`src/resp_multibulk_parser_assert.svh`:
```
// Assertion macros shared by the multibulk request parser.
`ifndef RESP_MULTIBULK_PARSER_ASSERT_SVH
`define RESP_MULTIBULK_PARSER_ASSERT_SVH

// Same-cycle implication, sampled on clk and disabled while rst_n is low.
`define RMP_ASSERT_IMP(lbl, ante, cons, msg) \
  lbl: assert property (@(posedge clk) disable iff (!rst_n) (ante) |-> (cons)) \
    else $error(msg);

// Next-cycle implication, sampled on clk and disabled while rst_n is low.
`define RMP_ASSERT_NXT(lbl, ante, cons, msg) \
  lbl: assert property (@(posedge clk) disable iff (!rst_n) (ante) |=> (cons)) \
    else $error(msg);

`endif

```
`src/rmp_pkg.sv`:
```
// Types, constants and codes for the multibulk request parser.
package rmp_pkg;

  localparam int CNT_W  = 31;
  localparam int LEN_W  = 32;
  localparam int HDR_W  = 17;
  localparam int PROD_W = LEN_W + 4;
  localparam int Q_DEPTH = 4;
  localparam int QP_W    = 2;
  localparam int QC_W    = 3;

  localparam logic [7:0] CH_STAR   = 8'h2A;
  localparam logic [7:0] CH_DOLLAR = 8'h24;
  localparam logic [7:0] CH_CR     = 8'h0D;
  localparam logic [7:0] CH_LF     = 8'h0A;
  localparam logic [7:0] CH_ZERO   = 8'h30;
  localparam logic [7:0] CH_NINE   = 8'h39;

  localparam logic [1:0] KIND_PAY = 2'd0;
  localparam logic [1:0] KIND_ARG = 2'd1;
  localparam logic [1:0] KIND_ERR = 2'd2;

  localparam logic [2:0] ERR_NONE      = 3'd0;
  localparam logic [2:0] ERR_BAD_COUNT = 3'd1;
  localparam logic [2:0] ERR_BAD_LEN   = 3'd2;
  localparam logic [2:0] ERR_INLINE    = 3'd3;
  localparam logic [2:0] ERR_HDR_LONG  = 3'd4;

  localparam logic [1:0] REG_MAX_HDR  = 2'd0;
  localparam logic [1:0] REG_MAX_ARGS = 2'd1;
  localparam logic [1:0] REG_MAX_BULK = 2'd2;

  localparam logic [HDR_W-1:0] MAX_HDR_RST  = 17'd65536;
  localparam logic [CNT_W-1:0] MAX_ARGS_RST = {CNT_W{1'b1}};
  localparam logic [LEN_W-1:0] MAX_BULK_RST = {LEN_W{1'b1}};

  localparam logic [LEN_W-1:0] CNT_CAP = {{(LEN_W-CNT_W){1'b0}}, {CNT_W{1'b1}}};
  localparam logic [LEN_W-1:0] LEN_CAP = {LEN_W{1'b1}};

  typedef struct packed {
    logic [7:0] data;
    logic       is_star;
    logic       is_dollar;
    logic       is_cr;
    logic       is_lf;
    logic       is_digit;
    logic [3:0] digit;
  } tok_t;

  typedef struct packed {
    logic [HDR_W-1:0] max_hdr;
    logic [CNT_W-1:0] max_args;
    logic [LEN_W-1:0] max_bulk;
  } cfg_t;

  typedef struct packed {
    logic [1:0]       kind;
    logic [7:0]       data;
    logic [CNT_W-1:0] idx;
    logic [LEN_W-1:0] len;
    logic [CNT_W-1:0] total;
    logic             done;
    logic [2:0]       err;
  } res_t;

endpackage

```
`src/rmp_front.sv`:
```
// Front end: classifies each incoming byte into a parser token.
module rmp_front (
  input  logic          in_tvalid,
  input  logic          q_ready,
  input  logic [7:0]    in_byte,
  output logic          push,
  output rmp_pkg::tok_t tok
);

  logic [7:0] dig_off;

  assign push    = in_tvalid && q_ready;
  assign dig_off = in_byte - rmp_pkg::CH_ZERO;

  always_comb begin
    tok.data      = in_byte;
    tok.is_star   = (in_byte == rmp_pkg::CH_STAR);
    tok.is_dollar = (in_byte == rmp_pkg::CH_DOLLAR);
    tok.is_cr     = (in_byte == rmp_pkg::CH_CR);
    tok.is_lf     = (in_byte == rmp_pkg::CH_LF);
    tok.is_digit  = (in_byte >= rmp_pkg::CH_ZERO) && (in_byte <= rmp_pkg::CH_NINE);
    tok.digit     = dig_off[3:0];
  end

endmodule

```
`src/rmp_queue.sv`:
```
// Short token queue between the front end and the parse engine.
module rmp_queue (
  input  logic          clk,
  input  logic          rst_n,
  input  logic          push,
  input  rmp_pkg::tok_t push_tok,
  input  logic          pop,
  output logic          not_full,
  output logic          not_empty,
  output rmp_pkg::tok_t head_tok
);

  rmp_pkg::tok_t              mem [rmp_pkg::Q_DEPTH];
  logic [rmp_pkg::QP_W-1:0]   wr_ptr_r, wr_ptr_nxt;
  logic [rmp_pkg::QP_W-1:0]   rd_ptr_r, rd_ptr_nxt;
  logic [rmp_pkg::QC_W-1:0]   count_r, count_nxt;

  assign not_full  = (count_r != rmp_pkg::QC_W'(rmp_pkg::Q_DEPTH));
  assign not_empty = (count_r != '0);
  assign head_tok  = mem[rd_ptr_r];

  always_comb begin
    wr_ptr_nxt = push ? wr_ptr_r + 1'b1 : wr_ptr_r;
    rd_ptr_nxt = pop ? rd_ptr_r + 1'b1 : rd_ptr_r;
    count_nxt  = count_r;
    if (push && !pop) begin
      count_nxt = count_r + 1'b1;
    end else if (pop && !push) begin
      count_nxt = count_r - 1'b1;
    end
  end

  always_ff @(posedge clk) begin
    if (push) begin
      mem[wr_ptr_r] <= push_tok;
    end
  end

  always_ff @(posedge clk) begin
    if (!rst_n) begin
      wr_ptr_r <= '0;
      rd_ptr_r <= '0;
      count_r  <= '0;
    end else begin
      wr_ptr_r <= wr_ptr_nxt;
      rd_ptr_r <= rd_ptr_nxt;
      count_r  <= count_nxt;
    end
  end

endmodule

```
`src/rmp_back.sv`:
```
// Parse engine: runs the request state machine and holds the result register.
module rmp_back (
  input  logic          clk,
  input  logic          rst_n,
  input  rmp_pkg::cfg_t cfg,
  input  logic          q_valid,
  input  rmp_pkg::tok_t tok,
  output logic          q_pop,
  output logic          res_valid_o,
  input  logic          res_ready,
  output rmp_pkg::res_t res_o
);

  localparam logic [3:0] PH_IDLE        = 4'd0;
  localparam logic [3:0] PH_COUNT       = 4'd1;
  localparam logic [3:0] PH_COUNT_LF    = 4'd2;
  localparam logic [3:0] PH_BULK_MARK   = 4'd3;
  localparam logic [3:0] PH_BULK_DIGITS = 4'd4;
  localparam logic [3:0] PH_BULK_LF     = 4'd5;
  localparam logic [3:0] PH_PAYLOAD     = 4'd6;
  localparam logic [3:0] PH_TRAIL1      = 4'd7;
  localparam logic [3:0] PH_TRAIL2      = 4'd8;
  localparam logic [3:0] PH_ERROR       = 4'd9;

  logic [3:0]                 phase_r, phase_nxt;
  logic [rmp_pkg::LEN_W-1:0]  acc_r, acc_nxt;
  logic                       ovf_r, ovf_nxt;
  logic [rmp_pkg::HDR_W-1:0]  hdr_r, hdr_nxt;
  logic [rmp_pkg::CNT_W-1:0]  total_r, total_nxt;
  logic [rmp_pkg::CNT_W-1:0]  idx_r, idx_nxt;
  logic [rmp_pkg::LEN_W-1:0]  len_r, len_nxt;
  logic [rmp_pkg::LEN_W-1:0]  remain_r, remain_nxt;
  logic [2:0]                 err_r, err_nxt;
  logic                       out_valid_r, out_valid_nxt;
  rmp_pkg::res_t              out_r, out_nxt;

  logic                       go;
  logic                       res_valid;
  logic [1:0]                 res_kind;
  logic [7:0]                 res_data;
  logic                       res_done;
  logic [2:0]                 fail_code;
  logic [rmp_pkg::LEN_W-1:0]  cap;
  logic [rmp_pkg::PROD_W-1:0] prod;
  logic                       ovf_step;
  logic                       hdr_over;
  logic                       last_arg;

  assign go    = q_valid && (!out_valid_r || res_ready);
  assign q_pop = go;

  assign cap  = (phase_r == PH_COUNT) ? rmp_pkg::CNT_CAP : rmp_pkg::LEN_CAP;
  assign prod = {1'b0, acc_r, 3'b000} + {3'b000, acc_r, 1'b0}
              + {{(rmp_pkg::PROD_W-4){1'b0}}, tok.digit};
  assign ovf_step = prod > {4'b0000, cap};
  assign hdr_over = ({1'b0, hdr_r} + 1'b1) > {1'b0, cfg.max_hdr};
  assign last_arg = ({1'b0, idx_r} + 1'b1) >= {1'b0, total_r};

  always_comb begin
    phase_nxt  = phase_r;
    acc_nxt    = acc_r;
    ovf_nxt    = ovf_r;
    hdr_nxt    = hdr_r;
    total_nxt  = total_r;
    idx_nxt    = idx_r;
    len_nxt    = len_r;
    remain_nxt = remain_r;
    err_nxt    = err_r;
    res_valid  = 1'b0;
    res_kind   = rmp_pkg::KIND_PAY;
    res_data   = '0;
    res_done   = 1'b0;
    fail_code  = rmp_pkg::ERR_NONE;
    case (phase_r)
      PH_IDLE: begin
        if (!tok.is_star) begin
          fail_code = rmp_pkg::ERR_INLINE;
        end else begin
          acc_nxt   = '0;
          ovf_nxt   = 1'b0;
          hdr_nxt   = '0;
          total_nxt = '0;
          idx_nxt   = '0;
          len_nxt   = '0;
          phase_nxt = PH_COUNT;
        end
      end
      PH_COUNT, PH_BULK_DIGITS: begin
        if (tok.is_cr) begin
          if (phase_r == PH_COUNT) begin
            if (hdr_r == '0 || ovf_r || acc_r == '0 ||
                acc_r > {1'b0, cfg.max_args}) begin
              fail_code = rmp_pkg::ERR_BAD_COUNT;
            end else begin
              total_nxt = acc_r[rmp_pkg::CNT_W-1:0];
              phase_nxt = PH_COUNT_LF;
            end
          end else begin
            if (hdr_r == '0 || ovf_r || acc_r > cfg.max_bulk) begin
              fail_code = rmp_pkg::ERR_BAD_LEN;
            end else begin
              len_nxt   = acc_r;
              phase_nxt = PH_BULK_LF;
            end
          end
        end else if (hdr_over) begin
          fail_code = rmp_pkg::ERR_HDR_LONG;
        end else if (!tok.is_digit) begin
          fail_code = (phase_r == PH_COUNT) ? rmp_pkg::ERR_BAD_COUNT : rmp_pkg::ERR_BAD_LEN;
        end else begin
          hdr_nxt = hdr_r + 1'b1;
          ovf_nxt = ovf_r | ovf_step;
          acc_nxt = ovf_step ? cap : prod[rmp_pkg::LEN_W-1:0];
        end
      end
      PH_COUNT_LF: begin
        phase_nxt = PH_BULK_MARK;
      end
      PH_BULK_MARK: begin
        if (!tok.is_dollar) begin
          fail_code = rmp_pkg::ERR_BAD_LEN;
        end else begin
          acc_nxt   = '0;
          ovf_nxt   = 1'b0;
          hdr_nxt   = '0;
          phase_nxt = PH_BULK_DIGITS;
        end
      end
      PH_BULK_LF: begin
        if (!tok.is_lf) begin
          fail_code = rmp_pkg::ERR_BAD_LEN;
        end else begin
          remain_nxt = len_r;
          phase_nxt  = (len_r == '0) ? PH_TRAIL1 : PH_PAYLOAD;
        end
      end
      PH_PAYLOAD: begin
        remain_nxt = remain_r - 1'b1;
        if (remain_r == rmp_pkg::LEN_W'(1)) begin
          phase_nxt = PH_TRAIL1;
        end
        res_valid = 1'b1;
        res_kind  = rmp_pkg::KIND_PAY;
        res_data  = tok.data;
      end
      PH_TRAIL1: begin
        phase_nxt = PH_TRAIL2;
      end
      PH_TRAIL2: begin
        res_valid = 1'b1;
        res_kind  = rmp_pkg::KIND_ARG;
        res_done  = last_arg;
        if (last_arg) begin
          phase_nxt = PH_IDLE;
        end else begin
          idx_nxt   = idx_r + 1'b1;
          phase_nxt = PH_BULK_MARK;
        end
      end
      PH_ERROR: begin
        res_valid = 1'b1;
        res_kind  = rmp_pkg::KIND_ERR;
      end
      default: begin
        phase_nxt = PH_ERROR;
        if (err_r == rmp_pkg::ERR_NONE) begin
          err_nxt = rmp_pkg::ERR_INLINE;
        end
        res_valid = 1'b1;
        res_kind  = rmp_pkg::KIND_ERR;
      end
    endcase
    if (fail_code != rmp_pkg::ERR_NONE) begin
      err_nxt   = fail_code;
      phase_nxt = PH_ERROR;
      res_valid = 1'b1;
      res_kind  = rmp_pkg::KIND_ERR;
      res_data  = '0;
      res_done  = 1'b0;
    end
  end

  always_comb begin
    out_valid_nxt = out_valid_r && !res_ready;
    out_nxt       = out_r;
    if (go && res_valid) begin
      out_valid_nxt = 1'b1;
      out_nxt.kind  = res_kind;
      out_nxt.data  = res_data;
      out_nxt.done  = res_done;
      if (res_kind == rmp_pkg::KIND_ERR) begin
        out_nxt.idx   = '0;
        out_nxt.len   = '0;
        out_nxt.total = '0;
        out_nxt.err   = err_nxt;
      end else begin
        out_nxt.idx   = idx_r;
        out_nxt.len   = len_r;
        out_nxt.total = total_r;
        out_nxt.err   = rmp_pkg::ERR_NONE;
      end
    end
  end

  always_ff @(posedge clk) begin
    if (!rst_n) begin
      phase_r     <= PH_IDLE;
      err_r       <= rmp_pkg::ERR_NONE;
      out_valid_r <= 1'b0;
    end else begin
      if (go) begin
        phase_r <= phase_nxt;
        err_r   <= err_nxt;
      end
      out_valid_r <= out_valid_nxt;
    end
  end

  always_ff @(posedge clk) begin
    if (go) begin
      acc_r    <= acc_nxt;
      ovf_r    <= ovf_nxt;
      hdr_r    <= hdr_nxt;
      total_r  <= total_nxt;
      idx_r    <= idx_nxt;
      len_r    <= len_nxt;
      remain_r <= remain_nxt;
    end
    out_r <= out_nxt;
  end

  assign res_valid_o = out_valid_r;
  assign res_o       = out_r;

endmodule

```
`src/resp_multibulk_parser.sv`:
```
// Top level of the multibulk request parser with its configuration registers.
// A byte accepted at the input is written into the token queue, and any result it yields
// is then registered in the output register that drives out_tvalid.
// Throughput is one byte per cycle while the output register is free or being read.
// A four-entry token queue lets the input keep flowing while the output stalls.
// Synchronous active-low reset returns the parser to idle, clears the sticky error,
// empties the queue, sets the header limit to 65536 and the other limits to their maxima.
module resp_multibulk_parser (
  input  logic         clk,
  input  logic         rst_n,
  input  logic         in_tvalid,
  output logic         in_tready,
  // Fields from bit 0: in_byte[7:0].
  input  logic [7:0]   in_tdata,
  output logic         out_tvalid,
  input  logic         out_tready,
  // Fields from bit 0: data_byte[7:0], arg_index[38:8], arg_length[70:39],
  // arg_total[101:71], err_code[104:102], zero fill[111:105].
  output logic [111:0] out_tdata,
  // Fields from bit 0: kind[1:0].
  output logic [1:0]   out_tuser,
  output logic         out_tlast,
  input  logic         cfg_psel,
  input  logic         cfg_penable,
  input  logic         cfg_pwrite,
  input  logic [3:0]   cfg_paddr,
  input  logic [31:0]  cfg_pwdata,
  output logic [31:0]  cfg_prdata,
  output logic         cfg_pready
);

  rmp_pkg::cfg_t cfg_r, cfg_nxt;
  logic          cfg_wr;
  logic          push;
  logic          q_not_full;
  logic          q_not_empty;
  logic          q_pop;
  rmp_pkg::tok_t in_tok;
  rmp_pkg::tok_t head_tok;
  rmp_pkg::res_t res;

  assign cfg_pready = 1'b1;
  assign cfg_wr     = cfg_psel && cfg_penable && cfg_pwrite && cfg_pready;

  always_comb begin
    cfg_nxt = cfg_r;
    if (cfg_wr) begin
      case (cfg_paddr[3:2])
        rmp_pkg::REG_MAX_HDR:  cfg_nxt.max_hdr  = cfg_pwdata[rmp_pkg::HDR_W-1:0];
        rmp_pkg::REG_MAX_ARGS: cfg_nxt.max_args = cfg_pwdata[rmp_pkg::CNT_W-1:0];
        rmp_pkg::REG_MAX_BULK: cfg_nxt.max_bulk = cfg_pwdata[rmp_pkg::LEN_W-1:0];
        default: cfg_nxt = cfg_r;
      endcase
    end
  end

  always_comb begin
    case (cfg_paddr[3:2])
      rmp_pkg::REG_MAX_HDR:  cfg_prdata = {{(32-rmp_pkg::HDR_W){1'b0}}, cfg_r.max_hdr};
      rmp_pkg::REG_MAX_ARGS: cfg_prdata = {{(32-rmp_pkg::CNT_W){1'b0}}, cfg_r.max_args};
      rmp_pkg::REG_MAX_BULK: cfg_prdata = cfg_r.max_bulk;
      default:               cfg_prdata = '0;
    endcase
  end

  always_ff @(posedge clk) begin
    if (!rst_n) begin
      cfg_r.max_hdr  <= rmp_pkg::MAX_HDR_RST;
      cfg_r.max_args <= rmp_pkg::MAX_ARGS_RST;
      cfg_r.max_bulk <= rmp_pkg::MAX_BULK_RST;
    end else begin
      cfg_r <= cfg_nxt;
    end
  end

  assign in_tready = q_not_full;

  rmp_front u_front (
    .in_tvalid (in_tvalid),
    .q_ready   (q_not_full),
    .in_byte   (in_tdata),
    .push      (push),
    .tok       (in_tok)
  );

  rmp_queue u_queue (
    .clk       (clk),
    .rst_n     (rst_n),
    .push      (push),
    .push_tok  (in_tok),
    .pop       (q_pop),
    .not_full  (q_not_full),
    .not_empty (q_not_empty),
    .head_tok  (head_tok)
  );

  rmp_back u_back (
    .clk         (clk),
    .rst_n       (rst_n),
    .cfg         (cfg_r),
    .q_valid     (q_not_empty),
    .tok         (head_tok),
    .q_pop       (q_pop),
    .res_valid_o (out_tvalid),
    .res_ready   (out_tready),
    .res_o       (res)
  );

  assign out_tdata = {7'b0000000, res.err, res.total, res.len, res.idx, res.data};
  assign out_tuser = res.kind;
  assign out_tlast = res.done;

`include "resp_multibulk_parser_assert.svh"

  `RMP_ASSERT_NXT(a_error_sticky, out_tvalid && out_tuser == rmp_pkg::KIND_ERR,
    !out_tvalid || out_tuser == rmp_pkg::KIND_ERR, "error word followed by a non-error word")
  `RMP_ASSERT_IMP(a_err_code_kind, out_tvalid,
    (out_tuser == rmp_pkg::KIND_ERR) == (out_tdata[104:102] != rmp_pkg::ERR_NONE),
    "error code does not match kind")
  `RMP_ASSERT_IMP(a_index_in_range, out_tvalid && out_tuser != rmp_pkg::KIND_ERR,
    out_tdata[38:8] < out_tdata[101:71], "argument index not below argument total")

endmodule
```
`config.mk`:
```
export PLATFORM = sky130hd
export DESIGN_NAME = resp_multibulk_parser
export DESIGN_NICKNAME = d
export VERILOG_FILES = /design/src/rmp_pkg.sv /design/src/rmp_front.sv /design/src/rmp_queue.sv /design/src/rmp_back.sv /design/src/resp_multibulk_parser.sv
export VERILOG_INCLUDE_DIRS = /design/src /design/src/src
export SDC_FILE = /design/constraint.sdc
export NUM_CORES = 1
export LEC_CHECK = 0
export CAP_MARGIN = 20
export CORE_MARGIN = 1.5
export CORE_UTILIZATION = 45
export CTS_CLUSTER_SIZE = 40
export DETAILED_ROUTE_END_ITERATION = 7
export DONT_BUFFER_PORTS = 1
export PLACE_DENSITY = 0.57
export SYNTH_ARGS = -nofsm -noshare
export SYNTH_HDL_FRONTEND = slang
export SYNTH_HIERARCHICAL = 1
export SYNTH_SLANG_ARGS = --single-unit
```
`constraint.sdc`:
```
create_clock -name clk -period 12 [get_ports clk]
set_input_delay 3 -clock clk [delete_from_list [all_inputs] [get_ports clk]]
set_output_delay 3 -clock clk [all_outputs]
set_load 0.03 [all_outputs]
```
==> reports/summary.txt, run 1 <==
FF+latch count, synth - 449
post-synth cell types - 85
Final setup viols - 0
Fin Setup TNS - 0 ns
Seq pwr share - 40.3%
syn_area_per_cell - 11.0 µm²
Slew Limit Fails - 0
FF/Latch Area - 0.0125 mm²
CP Launch Type - input port
Routed WL - 61300 µm
Crit path largest cell delay - 0.40 ns
Cell Chain, Critical Path - nor2b_2 -> buf_4 -> nand2_1 -> o21ai_1
Port Buffer Count - 0
synth top area cells - edfxtp_1 (43%), ha_1 (9.3%), dfxtp_1 (7.8%)
combinational share of power - 42.1%
area delta synth->final - 8.23%
RSZ-0062 raised after global routing - no
Die X - 238 µm
Crit. End Element - output pin
Seq/Total Area, Yosys - 50.5%
most common cell in the synthesized netlist - edfxtp_1
first-pass GRT wire length - 96200 µm
min Tclk post-route - 6.98 ns
Iteration-0 DRC Markers - 1119
Initial Utilization - 45.8%
DIE HEIGHT - 238 µm
post-CTS sizing - 0
vias in the first global route - 16700
I/O pins - 201
clk buf depth - 3
Rows - 85
dpl ws - 5.00 ns
Antenna Violating Nets Remaining - 0
ant diodes - 0
PwrDens - 309 mW/mm²
Arr. time, crit path - 3.98 ns
GRT Overall Usage - 21.7%
period utilization - 58.2%
CTS H-Tree Depth - 2
Slew @ Worst Pin - 1.07 ns
initial antenna violation count - 1
outcome - finished, final reports clean
max-cap violation count - 0
fill count - 4821
top-area cell type share of the netlist area - 42.7%
Multi-input gate area - 0.0110 mm²
cts-stage hold buffer count - 0
Min-Delay Path Class - reg2reg
Slowest-stage cell, CP - o21ai_1
Async SR Flop Fraction - 0%
cts bufs inserted - 49
Clock Sinks - 449
Reg clk slew, reported paths - 0.06 ns
Core Box Area - 0.0541 mm²
VDD IR max - 0.000160 V
Pre-antenna DRT Iters - 6
Sw Ratio - 44.7%
Synth Cell Area - 0.0248 mm²
commonest cells in the netlist - edfxtp_1 (352), inv_1 (186), ha_1 (185)
kind of critical path - in2out
residual DRC count - 0
clk_skew - 0.0369 ns
YS warnings - 6
largest net degree at the start of global routing - 116
WP data required - 9.00 ns
NumNets Final - 2449
cell-internal power - 4.58 mW
Slew HR - 28.7%
Worst setup startpoint - cfg_paddr[2]
clk root buf - clkbuf_16
final hold vios - 0
Leakage - 10.9 nW
R2R Path End - u_back/acc_r[13]
reg-to-reg slack, setup - 5.41 ns
fraction of layout cells with a size suffix above 1 - 7.38%
Die ar. - 0.0565 mm²
Final GP Congestion - 0.895
CTS tree - built
Worst-Skew Late Latency - 0.61 ns
Fmax - 143 MHz
setup repair bufs after CTS - 0
Gate Count Post-Synth - 2254
clock share of power - 17.6%
Worst Reg2Reg Path Length in Cells - 22
grt total ovfl - 0
Top FF cell, synth - edfxtp_1
WL per Instance - 20.8 µm
EDFF count, synth - 352
post-synth top area cell - edfxtp_1
via density per instance - 5.78
largest fanout on the critical path - 30
NetSw - 3.71 mW
Worst Slack Setup Final - 5.02 ns
post-DP HPWL - 44600 µm
CP endpoint - cfg_prdata[1]
vias after detailed routing - 17000
[cell usage in the layout, fill, tap and decap left out, types with 8 or more instances in the layout]
cell type,instances
edfxtp_1,352
inv_1,186
ha_1,185
and2_1,160
nand2_1,138
nor2_1,117
o21ai_0,101
dfxtp_1,97
a21oi_1,77
xnor2_1,60
o21ai_1,53
nand3_1,51
clkbuf_16,50
a21o_1,47
nand4_1,45
mux2i_1,40
xor2_1,35
nor4_1,35
o311ai_1,30
o211ai_2,30
and3_1,22
nor3_1,20
o21a_1,18
nor2b_1,16
buf_4,16
a22o_1,14
a31oi_1,14
o211ai_1,12
or3_1,11
clkbuf_1,10
nand2b_1,10
a211o_1,10
mux4_2,10
a211oi_1,9
conb_1,8
clkinv_2,8
or4_1,8
[through the flow]
stage	area, µm²	cells	hold slack, ns	utilization (%)	power [mW]
6_report	26800	2946	0.474	49.5	8.30
2_1_floorplan	24800	2260	0.447	-	5.80
3_3_place_gp	25200	2853	0.462	46.6	6.77
5_1_grt	26800	2946	0.506	49.5	8.86
3_5_place_dp	25200	2854	0.467	46.6	6.82
4_1_cts	26800	2945	0.475	49.5	8.31
[critical path: cells and delay by family]
kind                   cells  cell delay (ns)
buffers and inverters      1             0.35
AO/OA/AOI/OAI              1             0.40
AND/OR/NAND/NOR            2             0.22
[routing by layer]
metal / vias up / share of wire, % / GRT usage (%)
met5: - / 0 / 0
met4: 0 / 2.0 / 5.73
met3: 67 / 5.6 / 3.94
met2: 484 / 46 / 34.8
met1: 8308 / 46 / 30.2
li1: 8170 / - / -
[cell families (layout without fill, tap and decap cells)]
family	count (synthesis)	in the layout	synth area share, %
and+or+nand+nor	671	671	14.3
AOI/OAI and AO/OA	487	487	13.6
DFF	449	449	50.5
buffers and inverters	305	295	5.35
adders and majority gates	188	188	9.58
xor gates and xnor gates	95	95	3.36
muxes	57	57	3.27
other	2	8	0.0303
[power groups by stage]
| stage | registers, mW | clock network (mW) | logic, mW |
|---|---|---|---|
| 6_report | 3.34 | 1.46 | 3.49 |
| 5_1_grt | 3.39 | 1.55 | 3.91 |
| 4_1_cts | 3.34 | 1.50 | 3.47 |
| 3_5_place_dp | 3.37 | 0 | 3.45 |
| 3_3_place_gp | 3.36 | 0 | 3.40 |
| 2_1_floorplan | 3.19 | 0 | 2.61 |
[registers in the layout (all words and copies together) (netlist names), named ones only]
register,count
u_back/err_r,3
u_back/idx_r,31
u_back/acc_r,32
u_back/remain_r,32
u_back/hdr_r,17
u_back/ovf_r,1
u_queue/mem,68
u_back/len_r,32
u_back/phase_r,4
u_back/res_o,108
u_queue/wr_ptr_r,2
u_queue/rd_ptr_r,2
u_queue/count_r,3
u_back/total_r,31
cfg_r,80
u_back/res_valid_o,1
[layout make-up]
cell class | count | share of cell area (%)
Tap cell | 696 | 3.25
Timing Repair Buffer | 18 | 0.597
Clock inverter | 25 | 0.793
Multi-Input combinational cell | 1506 | 41.0
Inverter | 186 | 2.60
Clock buffer | 66 | 5.06
Sequential cell | 449 | 46.7
[how the worst min path moves through the flow]
stage,end,depth (start not counted),slack [ns],start
2_1_floorplan,cfg_r[64],2,0.45,cfg_r[64]
5_1_grt,cfg_r[64],2,0.51,cfg_r[64]
6_report,cfg_r[73],2,0.47,cfg_r[73]
4_1_cts,cfg_r[73],2,0.48,cfg_r[73]
3_3_place_gp,cfg_r[73],2,0.46,cfg_r[73]
3_5_place_dp,cfg_r[73],2,0.47,cfg_r[73]
Note: power is estimated with default switching activity, not from simulation.
==> run 2: changes to the inputs <==
- PLACE_DENSITY: 0.57 -> 0.59
- clock period: 12 -> 5.9 ns (I/O delays scaled with it)
==> run 2 against run 1 <==
  * Sequential power rose by 100%
  * Worst setup slack lost 4.8 ns
  * Via count shrank 0.12%
  * Flip-flop and latch count unchanged
  * Largest cell class unchanged
  * Design area up 1.2%
  * Critical path depth rose by 19
  * Register-to-register slack lost 5.2 ns
  * Combinational power increased by 110%
  * Sequential share of layout area shrank 0.57 points
  * Count of clock-buffer cells in the layout is 9 lower
  * Global-route usage down 0.32 points
  * Non-clock buffer count up 20
==> reports/summary.txt, run 2 (synthesis results as in run 1) <==
clk root buf - clkbuf_16
initial antenna violation count - 0 (-1)
Slew HR - 35.0% (+6.3 points)
combinational share of power - 42.9% (+0.8 points)
first-pass GRT wire length - 94500 µm (-1.8%)
Antenna Violating Nets Remaining - 0 (unchanged)
Reg clk slew, reported paths - 0.06 ns (about the same)
NumNets Final - 2469 (+0.82%)
fraction of layout cells with a size suffix above 1 - 8.41% (+1.0 points)
largest fanout on the critical path - 8 (-73%)
most frequent cells in the layout - edfxtp_1 (352), inv_1 (186), ha_1 (185)
Routed WL - 61000 µm (-0.46%)
residual DRC count - 0 (unchanged)
WHS - 0.480 ns (+0.00601 ns)
clk buf depth - 3 (unchanged)
post-DP HPWL - 44900 µm (+0.86%)
VDD IR max - 0.000261 V (+63%)
kind of critical path - reg2reg
Initial Utilization - 45.8% (unchanged)
Worst-Skew Late Latency - 0.60 ns (about the same)
Crit. End Element - flop
Iteration-0 DRC Markers - 1209 (+8.0%)
largest net degree at the start of global routing - 116 (unchanged)
cell-internal power - 9.76 mW (+110%)
Fmax - 177 MHz
WL per Instance - 20.6 µm (-1.2%)
outcome - finished, final reports clean
cts-stage hold buffer count - 0 (unchanged)
GRT Overall Usage - 21.4% (-0.32 points)
via density per instance - 5.73 (-0.83%)
cts bufs inserted - 49 (unchanged)
Die ar. - 0.0565 mm² (unchanged)
Slew @ Worst Pin - 0.976 ns (-0.0944 ns)
final non-filler cell area - 0.0271 mm² (+1.2%)
clock share of power - 18.4% (+0.8 points)
max-cap violation count - 0 (unchanged)
placed standard-cell area - 0.0254 mm² (+0.62%)
min Tclk post-route - 5.66 ns
I/O pins - 201 (unchanged)
RSZ-0062 raised after global routing - no
NetSw - 7.63 mW (+110%)
area delta synth->final - 9.57%
Arr. time, crit path - 5.94 ns (+1.96 ns)
fill count - 4790 (-0.64%)
Final Instance Count excl. Fillers - 2967 (+0.71%)
placed cells - 2874 (+0.70%)
Port Buffer Count - 0 (unchanged)
Clock Sinks - 449 (unchanged)
clk_skew - 0.0253 ns (-0.0116 ns)
CTS H-Tree Depth - 2 (unchanged)
Leakage - 11.0 nW (+1.4%)
Final GP Congestion - 0.891 (-0.49%)
Seq pwr share - 38.7% (-1.6 points)
Final setup viols - 0 (unchanged)
DIE HEIGHT - 238 µm (unchanged)
final hold vios - 0 (unchanged)
Sw Ratio - 43.9% (-0.88 points)
Core Box Area - 0.0541 mm² (unchanged)
CTS tree - built
Min-Delay Path Class - reg2reg
Pre-antenna DRT Iters - 5 (-1)
Rows - 85 (unchanged)
Die X - 238 µm (unchanged)
PwrDens - 640 mW/mm² (+110%)
ant diodes - 0 (unchanged)
setup repair bufs after CTS - 0 (unchanged)
Slew Limit Fails - 0 (unchanged)
Fin Setup TNS - 0 ns (unchanged)
period utilization - 95.9%
commonest non-fill, non-tap cell in the layout - edfxtp_1
vias in the first global route - 16700 (+0.31%)
vias after detailed routing - 17000 (-0.12%)
CP Launch Type - flop
WP data required - 6.19 ns (-2.81 ns)
grt total ovfl - 0 (unchanged)
max reg flops - 108 (unchanged)
-- run 2: cell types whose count changed in the layout (fill, tap and decap cells not counted), moves of 3 or more --
cell and delta:
buf_4 +18, clkinv_2 +5, bufinv_16 +7, clkbuf_8 -4, inv_6 -3, buf_6 +3
clkbuf_1 -4, clkinv_1 +5
-- run 2: cell type report --
cell class / instances / area, µm² / share of cell area (%)
sequential: 449 / 12500 / 46.1
multi-input combinational: 1506 / 11100 / 40.8
clock buffer: 57 / 1300 / 4.78
tap: 696 / 871 / 3.21
inverter: 186 / 698 / 2.57
clock inverter: 35 / 388 / 1.43
timing repair buffer: 38 / 309 / 1.14
-- run 2: critical path: stages, from the launching register on --
cell,delay (ns)
dfxtp_1,0.35
mux4_2,0.54
fa_1,0.52
ha_1,0.31
a21oi_1,0.16
buf_4,0.16
o2111ai_4,0.18
a32oi_2,0.35
o221ai_2,0.18
a31oi_2,0.20
nor2_1,0.08
xor2_1,0.14
buf_4,0.16
ha_1,0.27
nand3_1,0.08
nor4_2,0.14
nand3_1,0.11
nor3_1,0.17
nand4b_1,0.16
nor4_2,0.20
nand4_1,0.24
a211oi_4,0.37
buf_6,0.18
a21oi_1,0.07
-- run 2: worst paths after layout --
check,start,to,slack [ns],cells past startpoint
worst max-delay path,flop,u_back/acc_r[21],0.24,23
worst min-delay path,cfg_r[73],cfg_r[73],0.48,2
worst max register to register,flop,u_back/acc_r[21],0.24,23
worst min register to register,cfg_r[73],cfg_r[73],0.48,2
-- run 2: power groups by stage --
stage | logic, mW | clock network (mW) | registers, mW
finish | 7.46 | 3.20 | 6.73
global route | 8.32 | 3.38 | 6.84
CTS | 7.32 | 3.27 | 6.75
detailed placement | 7.26 | 0 | 6.81
global placement | 7.15 | 0 | 6.79
floorplan | 5.33 | 0 | 6.40
-- run 2: what timing repair did --
item / CTS / global route
setup endpoints to repair: 8 / 33
hold endpoints to repair: 0 / 0
gates cloned: 0 / 1
gates resized for setup: 1 / 13
pin swaps: 0 / 4
-- run 2: layer usage --
layer,vias up,track usage (%),wire [µm]
met4,0,7.66,1930
met2,476,34.5,28100
li1,8220,-,-
met1,8198,28.9,27600
met5,-,0,0
met3,114,3.81,3410
-- run 2: through the flow --
| step | setup slack [ns] | utilization (%) | power [mW] |
|---|---|---|---|
| 2_1_floorplan | 0.427 | - | 11.7 |
| 3_3_place_gp | 0.0344 | 46.9 | 13.9 |
| 3_5_place_dp | 0.00395 | 46.9 | 14.1 |
| 4_1_cts | 0.0722 | 50.0 | 17.3 |
| 5_1_grt | 0.00548 | 50.2 | 18.5 |
| 6_report | 0.245 | 50.2 | 17.4 |
